### src/rtl/lehmer_pkg.sv
// Shared constants and control types for the Lehmer generator step block.
`timescale 1ns / 1ps

package lehmer_pkg;

  localparam int VALUE_BITS = 31;
  localparam int CNT_BITS   = $clog2(VALUE_BITS);

  localparam logic [VALUE_BITS-1:0] MULT_RESET = VALUE_BITS'(16807);
  localparam logic [VALUE_BITS-1:0] MOD_RESET  = VALUE_BITS'(2147483647);
  localparam logic [VALUE_BITS-1:0] SEED_RESET = VALUE_BITS'(5);

  localparam logic CFG_MULTIPLIER = 1'b0;
  localparam logic CFG_MODULUS    = 1'b1;

  localparam logic OP_ADVANCE = 1'b0;
  localparam logic OP_LOAD    = 1'b1;

  typedef enum logic [2:0] {
    ST_IDLE,
    ST_RED_A,
    ST_RED_S,
    ST_RED_SEED,
    ST_DBL,
    ST_ADD,
    ST_DONE
  } lehmer_state_t;

  typedef struct packed {
    lehmer_state_t state;
    logic          last;
    logic          finish;
  } lehmer_ctrl_t;

endpackage

### src/rtl/lehmer_prng_step.sv
// Top level: Park-Miller style generator step with one shared modular adder.
//
//   channel | direction | handshake             | payload
//   in      | input     | in_valid / in_stall   | opcode, seed_value
//   out     | output    | out_valid / out_stall | value
//   cfg     | input     | cfg_write             | cfg_index, cfg_data
//
// An advance makes two remainder passes and a double-and-add pass, one modular add
// per cycle, from accept to result.
// A load makes one remainder pass on seed_value; a modulus below two gives 0.
// in_stall is high from accept until the result enters the output register.
// A stalled result holds; a finished item waits until the output register frees.
// Reset restores multiplier 16807, modulus 2147483647 and current value 5.
`timescale 1ns / 1ps

module lehmer_prng_step (
  input  logic                              clk,
  input  logic                              rst,
  input  logic                              in_valid,
  output logic                              in_stall,
  input  logic                              opcode,
  input  logic [lehmer_pkg::VALUE_BITS-1:0] seed_value,
  output logic                              out_valid,
  input  logic                              out_stall,
  output logic [lehmer_pkg::VALUE_BITS-1:0] value,
  input  logic                              cfg_write,
  input  logic                              cfg_index,
  input  logic [lehmer_pkg::VALUE_BITS-1:0] cfg_data
);

  localparam int VB = lehmer_pkg::VALUE_BITS;

  logic [VB-1:0] multiplier;
  logic [VB-1:0] modulus;
  logic [VB-1:0] cur_value;
  logic [VB-1:0] acc;
  logic [VB-1:0] src;
  logic [VB-1:0] xop;
  logic [VB-1:0] yop;

  logic [VB-1:0] unit_q;
  logic          unit_cin;
  logic [VB-1:0] unit_r;

  logic mod_small;
  logic out_free;
  logic start;
  lehmer_pkg::lehmer_ctrl_t ctrl;

  assign mod_small = (modulus[VB-1:1] == '0);
  assign out_free  = !out_valid || !out_stall;
  assign in_stall  = (ctrl.state != lehmer_pkg::ST_IDLE);
  assign start     = in_valid && !in_stall;

  lehmer_seq u_seq (
    .clk       (clk),
    .rst       (rst),
    .start     (start),
    .opcode    (opcode),
    .mod_small (mod_small),
    .out_free  (out_free),
    .ctrl      (ctrl)
  );

  always_comb begin
    unit_q   = '0;
    unit_cin = 1'b0;
    unique case (ctrl.state)
      lehmer_pkg::ST_RED_A, lehmer_pkg::ST_RED_S, lehmer_pkg::ST_RED_SEED: begin
        // shift the next dividend bit into the remainder
        unit_q   = acc;
        unit_cin = src[VB-1];
      end
      lehmer_pkg::ST_DBL: begin
        unit_q = acc;
      end
      lehmer_pkg::ST_ADD: begin
        unit_q = yop[VB-1] ? xop : '0;
      end
      default: begin
        unit_q = '0;
      end
    endcase
  end

  lehmer_addmod u_addmod (
    .p   (acc),
    .q   (unit_q),
    .cin (unit_cin),
    .m   (modulus),
    .r   (unit_r)
  );

  // configuration and output register
  always_ff @(posedge clk) begin
    if (rst) begin
      multiplier <= lehmer_pkg::MULT_RESET;
      modulus    <= lehmer_pkg::MOD_RESET;
      cur_value  <= lehmer_pkg::SEED_RESET;
      out_valid  <= 1'b0;
    end else begin
      if (cfg_write) begin
        unique case (cfg_index)
          lehmer_pkg::CFG_MULTIPLIER: multiplier <= cfg_data;
          lehmer_pkg::CFG_MODULUS:    modulus    <= cfg_data;
        endcase
      end
      if (ctrl.finish) begin
        cur_value <= acc;
        out_valid <= 1'b1;
      end else if (!out_stall) begin
        out_valid <= 1'b0;
      end
    end
  end

  always_ff @(posedge clk) begin
    if (ctrl.finish) begin
      value <= acc;
    end
  end

  // datapath working registers
  always_ff @(posedge clk) begin
    unique case (ctrl.state)
      lehmer_pkg::ST_IDLE: begin
        acc <= '0;
        src <= (opcode == lehmer_pkg::OP_LOAD) ? seed_value : multiplier;
      end
      lehmer_pkg::ST_RED_A: begin
        if (ctrl.last) begin
          xop <= unit_r;
          acc <= '0;
          src <= cur_value;
        end else begin
          src <= {src[VB-2:0], 1'b0};
          acc <= unit_r;
        end
      end
      lehmer_pkg::ST_RED_S: begin
        src <= {src[VB-2:0], 1'b0};
        if (ctrl.last) begin
          yop <= unit_r;
          acc <= '0;
        end else begin
          acc <= unit_r;
        end
      end
      lehmer_pkg::ST_RED_SEED: begin
        src <= {src[VB-2:0], 1'b0};
        acc <= unit_r;
      end
      lehmer_pkg::ST_DBL: begin
        acc <= unit_r;
      end
      lehmer_pkg::ST_ADD: begin
        acc <= unit_r;
        yop <= {yop[VB-2:0], 1'b0};
      end
      default: begin
        acc <= acc;
      end
    endcase
  end

  a_acc_reduced: assert property (@(posedge clk) disable iff (rst)
    (ctrl.state == lehmer_pkg::ST_DBL || ctrl.state == lehmer_pkg::ST_ADD)
      |-> (acc < modulus && xop < modulus))
    else $error("multiply operands not reduced below modulus");

  a_finish_shows: assert property (@(posedge clk) disable iff (rst)
    ctrl.finish |=> (out_valid && value == cur_value))
    else $error("finished beat not presented or state not updated");

  a_result_range: assert property (@(posedge clk) disable iff (rst)
    (out_valid && !mod_small) |-> (value < modulus))
    else $error("result not below modulus");

  a_small_zero: assert property (@(posedge clk) disable iff (rst)
    (ctrl.finish && mod_small) |-> (acc == '0))
    else $error("small modulus must yield zero");

  a_no_overwrite: assert property (@(posedge clk) disable iff (rst)
    (out_valid && out_stall) |-> !ctrl.finish)
    else $error("result overwrote a pending beat");

endmodule

### src/rtl/lehmer_addmod.sv
// Shared modular add unit: (p + q + cin) mod m for p, q below m.
`timescale 1ns / 1ps

module lehmer_addmod (
  input  logic [lehmer_pkg::VALUE_BITS-1:0] p,
  input  logic [lehmer_pkg::VALUE_BITS-1:0] q,
  input  logic                              cin,
  input  logic [lehmer_pkg::VALUE_BITS-1:0] m,
  output logic [lehmer_pkg::VALUE_BITS-1:0] r
);

  logic [lehmer_pkg::VALUE_BITS:0] sum;
  logic [lehmer_pkg::VALUE_BITS:0] diff;

  always_comb begin
    sum  = {1'b0, p} + {1'b0, q} + {{lehmer_pkg::VALUE_BITS{1'b0}}, cin};
    diff = sum - {1'b0, m};
    if (sum >= {1'b0, m}) begin
      r = diff[lehmer_pkg::VALUE_BITS-1:0];
    end else begin
      r = sum[lehmer_pkg::VALUE_BITS-1:0];
    end
  end

endmodule

### src/rtl/lehmer_seq.sv
// Sequencer: phase state machine and bit counter for reduce and multiply passes.
`timescale 1ns / 1ps

module lehmer_seq (
  input  logic                      clk,
  input  logic                      rst,
  input  logic                      start,
  input  logic                      opcode,
  input  logic                      mod_small,
  input  logic                      out_free,
  output lehmer_pkg::lehmer_ctrl_t  ctrl
);

  lehmer_pkg::lehmer_state_t state, state_next;
  logic [lehmer_pkg::CNT_BITS-1:0] cnt, cnt_next;
  logic last;

  assign last = (cnt == lehmer_pkg::CNT_BITS'(lehmer_pkg::VALUE_BITS - 1));

  always_ff @(posedge clk) begin
    if (rst) begin
      state <= lehmer_pkg::ST_IDLE;
      cnt   <= '0;
    end else begin
      state <= state_next;
      cnt   <= cnt_next;
    end
  end

  always_comb begin
    state_next  = state;
    cnt_next    = cnt;
    ctrl.state  = state;
    ctrl.last   = last;
    ctrl.finish = 1'b0;
    unique case (state)
      lehmer_pkg::ST_IDLE: begin
        cnt_next = '0;
        if (start) begin
          if (mod_small) begin
            state_next = lehmer_pkg::ST_DONE;
          end else if (opcode == lehmer_pkg::OP_LOAD) begin
            state_next = lehmer_pkg::ST_RED_SEED;
          end else begin
            state_next = lehmer_pkg::ST_RED_A;
          end
        end
      end
      lehmer_pkg::ST_RED_A: begin
        cnt_next = last ? '0 : cnt + 1'b1;
        if (last) state_next = lehmer_pkg::ST_RED_S;
      end
      lehmer_pkg::ST_RED_S: begin
        cnt_next = last ? '0 : cnt + 1'b1;
        if (last) state_next = lehmer_pkg::ST_DBL;
      end
      lehmer_pkg::ST_RED_SEED: begin
        cnt_next = last ? '0 : cnt + 1'b1;
        if (last) state_next = lehmer_pkg::ST_DONE;
      end
      lehmer_pkg::ST_DBL: begin
        state_next = lehmer_pkg::ST_ADD;
      end
      lehmer_pkg::ST_ADD: begin
        cnt_next = last ? '0 : cnt + 1'b1;
        state_next = last ? lehmer_pkg::ST_DONE : lehmer_pkg::ST_DBL;
      end
      lehmer_pkg::ST_DONE: begin
        // hold the result until the output register is free
        if (out_free) begin
          ctrl.finish = 1'b1;
          state_next  = lehmer_pkg::ST_IDLE;
        end
      end
      default: begin
        state_next = lehmer_pkg::ST_IDLE;
      end
    endcase
  end

endmodule
### config.mk
export PLATFORM = sky130hd
export DESIGN_NAME = lehmer_prng_step
export DESIGN_NICKNAME = d
export VERILOG_FILES = /design/src/rtl/lehmer_pkg.sv /design/src/rtl/lehmer_prng_step.sv /design/src/rtl/lehmer_addmod.sv /design/src/rtl/lehmer_seq.sv
export SDC_FILE = /design/constraint.sdc
export NUM_CORES = 1
export LEC_CHECK = 0
export BUFFER_PORTS_ARGS = -buffer_cell sky130_fd_sc_hd__buf_4
export CAP_MARGIN = 10
export CORE_MARGIN = 2
export CORE_UTILIZATION = 26
export DETAILED_ROUTE_END_ITERATION = 6
export GPL_ROUTABILITY_DRIVEN = 0
export PLACE_DENSITY_LB_ADDON = 0.12
export REMOVE_ABC_BUFFERS = 1
export SYNTH_ARGS = -nofsm -noshare
export SYNTH_HDL_FRONTEND = slang
export SYNTH_SLANG_ARGS = --single-unit
### constraint.sdc
create_clock -name clk -period 8.7 [get_ports clk]
set_input_delay 1.74 -clock clk [delete_from_list [all_inputs] [get_ports clk]]
set_output_delay 1.74 -clock clk [all_outputs]
set_load 0.02 [all_outputs]
==> metrics.md, run 1 <==
| Metric | Value |
|---|---|
| FF-to-FF path depth | `21` |
| Hold_sp | `multiplier[10]$_SDFFE_PP0P_` |
| Post-layout minimum cycle time | `just over 7 ns` |
| Core area | `between 50,000 and 60,000 um^2` |
| Pre-antenna DRT Iters | `5` |
| Hold buffers post-CTS | `0` |
| 1st-iter DRT viols | `824` |
| Std-Cell Rows | `86` |
| Area contributors post-synth | `edfxtp_1 (32%), dfxtp_1 (14%), ha_1 (5.5%), nand2_1 (4.9%), a21oi_1 (4.9%)` |
| Crit path arrival time | `roughly 7.4 ns` |
| Clk Latency, worst-skew pair | `~0.56 ns` |
| Hold crit path type | `flip-flop to flip-flop` |
| First-pass GRT wire length | `71.7 mm` |
| Clk sink count | `257` |
| Drt via density | `5.03` |
| All-Layer GR Usage | `between 10% and 20%` |
| Area share of the largest cell type after synthesis | `between 30 and 40%` |
| Synth cell types | `73` |
| Post-Syn Area | `roughly 14,000 um^2` |
| Status | `complete, no violations` |
| Reg clk slew, reported paths | `roughly 0.06 ns` |
| # DRC | `0` |
| Required time of the critical path | `approximately 9.0 ns` |
| Layout cells sized above 1 | `14.3%` |
| Max Root-Sink Buffers | `3` |
| Primary FF master, synth | `edfxtp_1` |
| Post-CTS sizing | `0` |
| Slew @ Worst Pin | `approximately 1.1 ns` |
| Area delta synth->final | `17.1%` |
| Pwr dens | `304 nW/um^2` |
| Maximum clock rate | `around 140 MHz` |
| Largest net degree at the start of global routing | `about 70` |
| DP Area | `15,800 um^2` |
| Most common cell after layout, fill and taps aside | `nand2_1` |
| Die Y | `approximately 240 um` |
| Seq/Total Area, Yosys | `46.7%` |
| R2R Path End | `yop[9]$_DFFE_PP_` |
| Max_cap viols | `0` |
| Asr flop ratio synth | `0%` |
| H-tree levels | `1` |
| EDFF count, synth | `around 160` |
| Final hold viol count | `0` |
| Die W | `~240 um` |
| Nets@finish | `about 1,700` |
| Overflow after GRT | `0` |
| Slew margin rel. | `approximately 25%` |
| TritonCTS clock tree | `done` |
| Area leader, netlist | `edfxtp_1` |
| Post-CTS setup buffers | `0` |
| Crit path launch type | `flip-flop` |
| DRT antenna net count | `0` |
| Via Count | `approximately 11,000` |
| Worst R2R Start | `u_seq.state[1]$_SDFFE_PP0P_` |
| Footprint of the multi-input gates | `a little over 7000 um^2` |
| CP Class | `flip-flop to flip-flop` |
| Finished Layout Cells | `2,251` |
| Synth Instances | `1,456` |
| Crit-path max FO | `31` |
| CP Capture Type | `flip-flop` |
| FF+latch count, synth | `roughly 260` |
| R2r setup slk | `between 1.5 and 2 ns` |
| Seq. cell area | `6700 um^2` |
| Most frequent cells in the layout | `nand2_1 (188), edfxtp_1 (155), a21oi_1 (140)` |
| Total power | `5.11 mW` |
| Die area | `approximately 57,000 um^2` |
| Drt wl/cell | `around 21 um` |
| Final Setup Violations | `0` |
| ANT cells | `0` |
| Detail Placement HPWL | `between 30 and 40 mm` |
| Unrepaired setup endpoints after global routing | `no` |
| Final setup skew | `0.00921 ns` |
| Post-route cell area | `~17,000 um^2` |
| # fillers | `approximately 5,700` |
| YS warnings | `0` |
| Inserted Clock Buffers | `30` |
| Final period utilization | `81.5%` |
| Post-Syn Area per Cell | `approximately 9.8 um^2` |
| Clock root cell | `clkbuf_16` |
| Total wire length | `around 47 mm` |
| Cell count after placement | `about 2,200` |
| Cell leakage power | `~7.1 nW` |
| Worst Hold Depth | `2` |
| Crit path from | `u_seq.state[1]$_SDFFE_PP0P_` |
| Vias in the first global route | `approximately 11,000` |
| Fin. max-slew vios | `0` |
| Number of port buffers | `approximately 100` |
| IR Drop Worst-Case VDD | `~0.19 mV` |
| Initial antenna violation count | `1` |
| Initial core utilization | `26.2%` |
| Hold endpoint | `multiplier[10]$_SDFFE_PP0P_` |
| Setup TNS | `0 ns` |
| IO Pins | `just over 100` |
==> per-layer routing <==
| metal | track usage [%] | wire, um | vias to the layer above |
|---|---|---|---|
| met5 | 0 | 0 | - |
| met4 | 4.03 | 925 | 0 |
| met3 | 1.94 | 2060 | 42 |
| met2 | 25.4 | 20700 | 239 |
| met1 | 23.8 | 23300 | 5510 |
| li1 | - | - | 5522 |
==> worst max path at each step <==
stage | to | slack, ns | cells after the start
floorplan | yop[30]$_DFFE_PP_ | 1.59 | 20
global placement | yop[11]$_DFFE_PP_ | 1.65 | 21
detailed placement | yop[3]$_DFFE_PP_ | 1.61 | 20
CTS | yop[3]$_DFFE_PP_ | 1.57 | 20
global route | yop[11]$_DFFE_PP_ | 1.15 | 21
finish | yop[9]$_DFFE_PP_ | 1.61 | 21
==> registers in the layout, indices dropped and copies added, names as in the netlist <==
name         count
u_seq.state      3
value           31
modulus         31
cur_value       31
src             31
out_valid        1
u_seq.cnt        5
xop             31
acc             31
multiplier      31
yop             31
==> synth_stat cells, types with 10 or more instances <==
cell type and instances:
inv_1 55, o21ai_0 44, a21o_1 21, a211o_1 33
o211ai_1 12, a221o_1 35, ha_1 63, edfxtp_1 155
dfxtp_1 102, o21a_1 14, a21oi_1 140, nor3_1 11
and3_1 38, nand2_1 188, nand3_1 21, xor2_1 21
and2_1 22, nor4_1 10, nand4_1 17, mux2_2 27
clkbuf_1 70, a22o_1 32, nor2_1 110, xnor2_1 31
a211oi_1 14, mux2i_1 42, a31oi_1 15
==> layout make-up <==
type / instances / area share [%]
Timing Repair Buffer: 119 / 5.32
Inverter: 55 / 1.23
Clock inverter: 12 / 0.537
Clock buffer: 44 / 5.53
Tap cell: 704 / 5.25
Multi-Input combinational cell: 1060 / 42.2
Sequential cell: 257 / 39.9
==> logic make-up after synthesis <==
kind of cell               after synthesis  synth area share (%)
AOI/OAI and AO/OA                      405                  19.7
xor gates and xnor gates                52                  3.18
adders and majority gates               67                  5.99
buffers and inverters                  139                  3.96
DFF                                    257                  46.7
muxes                                   71                  5.26
and+or+nand+nor                        465                  15.2
==> where the power goes <==
group	switching (mW)	leakage (nW)	internal (mW)
clock	0.519	0.505	0.768
sequential	0.207	2.41	1.63
combinational	1.25	4.18	0.739
total	1.97	7.10	3.14
==> stage by stage <==
step,util (%),setup slack (ns),hold slack [ns]
after floorplan,-,1.59,0.430
after global placement,28.8,1.65,0.441
after detailed placement,28.8,1.61,0.446
after CTS,30.7,1.57,0.454
after global routing,30.7,1.15,0.469
final,30.7,1.61,0.452
==> critical path, stage by stage, from the launching register on <==
cell	delay [ns]
dfxtp_1	0.56
nor2_1	0.18
xnor2_2	0.16
buf_4	0.26
a22o_1	0.29
fa_1	0.45
fa_1	0.43
a21o_1	0.23
a311o_1	0.46
a31oi_4	0.30
a2111oi_2	0.15
o21a_1	0.20
a211oi_1	0.50
ha_1	0.42
and2_1	0.21
and3_1	0.20
o21ai_0	0.09
o2111a_1	0.24
nand3_2	0.47
buf_4	0.43
mux2_2	0.32
mux2_2	0.26
Power figures use the tool's default switching activity.
==> run 2, diff against run 1 <==
==> constraint.sdc (replaced) <==
create_clock -name clk -period 7.2 [get_ports clk]
set_input_delay 1.44 -clock clk [delete_from_list [all_inputs] [get_ports clk]]
set_output_delay 1.44 -clock clk [all_outputs]
set_load 0.02 [all_outputs]
==> metrics.md, run 2 (synthesis results as in run 1) <==
| Metric | Value |
|---|---|
| Final Setup Violations | `0` |
| Die W | `about 240 um` |
| CP max-delay cell | `a2111oi_0` |
| Reg clk slew, reported paths | `0.06 ns` |
| Crit-path max FO | `36` |
| Pre-antenna DRT Iters | `5` |
| DRT antenna net count | `0` |
| Crit path largest cell delay | `approximately 0.8 ns` |
| Core area | `between 50,000 and 60,000 um^2` |
| Std-Cell Rows | `86` |
| Top delay family on crit path | `simple AND/OR/NAND/NOR gates` |
| Max_cap viols | `0` |
| TritonCTS clock tree | `done` |
| First-pass GRT wire length | `approximately 72 mm` |
| Crit path arrival time | `just under 7 ns` |
| Drt wl/cell | `21.0 um` |
| Setup TNS | `0 ns` |
| All-Layer GR Usage | `about 16%` |
| Inserted Clock Buffers | `30` |
| Worst slack, placed | `between 0.8 and 0.9 ns` |
| Post-route cell area | `approximately 17,000 um^2` |
| Slew @ Worst Pin | `1.14 ns` |
| Status | `complete, no violations` |
| Slew margin rel. | `between 20% and 30%` |
| IO Pins | `approximately 100` |
| CP Capture Type | `flip-flop` |
| Crit path launch type | `flip-flop` |
| IR Drop Worst-Case VDD | `between 0.15 and 0.2 mV` |
| CP Class | `flip-flop to flip-flop` |
| Maximum clock rate | `about 150 MHz` |
| Most frequent cells in the layout | `nand2_1 (188), edfxtp_1 (155), a21oi_1 (140)` |
| Clock root cell | `clkbuf_16` |
| CP cell instances | `inv_1 > nor3_1 > and2_1 > buf_4 > a22o_1 > ha_1 > nand4_1 > nor2_1 > nand2_1 > a2111oi_0 > nor3_1 > xnor2_1 > ha_1 > and2_1 > and3_1 > o21ai_0 > o2111a_1 > nand3_2 > buf_12 > mux2i_1 > a21oi_1` |
| Cell leakage power | `roughly 7.1 nW` |
| Post-layout minimum cycle time | `6.49 ns` |
| Buf/Inv on CP | `3` |
| 1st-iter DRT viols | `650` |
| Clk Latency, worst-skew pair | `about 0.57 ns` |
| Post-Route Utilization | `a little under a third` |
| Setup ws final | `between 0.7 and 0.8 ns` |
| # fillers | `around 5,700` |
| Total wire length | `between 40 and 50 mm` |
| Die area | `roughly 57,000 um^2` |
| Finished Layout Cells | `2,251` |
| Max Root-Sink Buffers | `3` |
| Die Y | `about 240 um` |
| Most common cell after layout, fill and taps aside | `nand2_1` |
| # DRC | `0` |
| Final hold viol count | `0` |
| Initial antenna violation count | `2` |
| Layout cells sized above 1 | `between 10% and 20%` |
| Nets@finish | `~1,700` |
| DP Area | `15,800 um^2` |
| Clk sink count | `257` |
| Hold crit path type | `flip-flop to flip-flop` |
| Largest net degree at the start of global routing | `65` |
| Detail Placement HPWL | `between 30 and 40 mm` |
| ANT cells | `0` |
| Post-CTS sizing | `0` |
| Overflow after GRT | `0` |
| Final period utilization | `between 90% and 100%` |
| Total power | `~6.1 mW` |
| Cell count after placement | `about 2,200` |
| Pwr dens | `367 nW/um^2` |
| Area delta synth->final | `17.0%` |
| Unrepaired setup endpoints after global routing | `no` |
| Worst Hold Margin | `roughly 0.45 ns` |
| Final setup skew | `0.0234 ns` |
| Vias in the first global route | `approximately 11,000` |
| Hold buffers post-CTS | `0` |
| Post-CTS setup buffers | `0` |
| Required time of the critical path | `around 7.5 ns` |
| Fin. max-slew vios | `0` |
| H-tree levels | `1` |
| Initial core utilization | `a little over a quarter` |
| Number of port buffers | `roughly 100` |
| Drt via density | `5.05` |
| Via Count | `~11,000` |
-- run 2: where the power goes --
group,leakage (nW),internal [mW],switching (mW)
logic,4.19,0.897,1.53
registers,2.41,1.97,0.245
clock network,0.477,0.893,0.617
total,7.08,3.76,2.39
-- run 2: tightest hold or removal path: stages, from the launching register on --
cell and delay, ns:
dfxtp_1 0.31, nand2_1 0.05, a21oi_1 0.05
-- run 2: layout make-up --
cell class	count	area, um^2	area share, %
multi-input combinational	1060	7090	42.3
sequential	257	6700	39.9
timing repair buffer	120	913	5.45
tap	704	881	5.25
inverter	55	206	1.23
clock buffer	47	906	5.40
clock inverter	8	68.8	0.411
-- run 2: path summary, 6_finish.rpt --
check / startpoint / end / slack (ns) / depth (start not counted)
setup / recovery: u_seq.state[0]$_SDFFE_PP0P_ / yop[18]$_DFFE_PP_ / 0.71 / 21
hold / removal: multiplier[6]$_SDFFE_PP0P_ / multiplier[6]$_SDFFE_PP0P_ / 0.45 / 2
setup reg to reg: u_seq.state[0]$_SDFFE_PP0P_ / yop[18]$_DFFE_PP_ / 0.71 / 21
hold reg to reg: multiplier[6]$_SDFFE_PP0P_ / multiplier[6]$_SDFFE_PP0P_ / 0.45 / 2
-- run 2: routing by layer --
metal	track usage (%)	wire [um]	vias up
li1	-	-	5528
met3	1.41	2060	56
met1	24.6	23700	5501
met5	0	0	-
met4	3.83	967	0
met2	25.3	20700	274
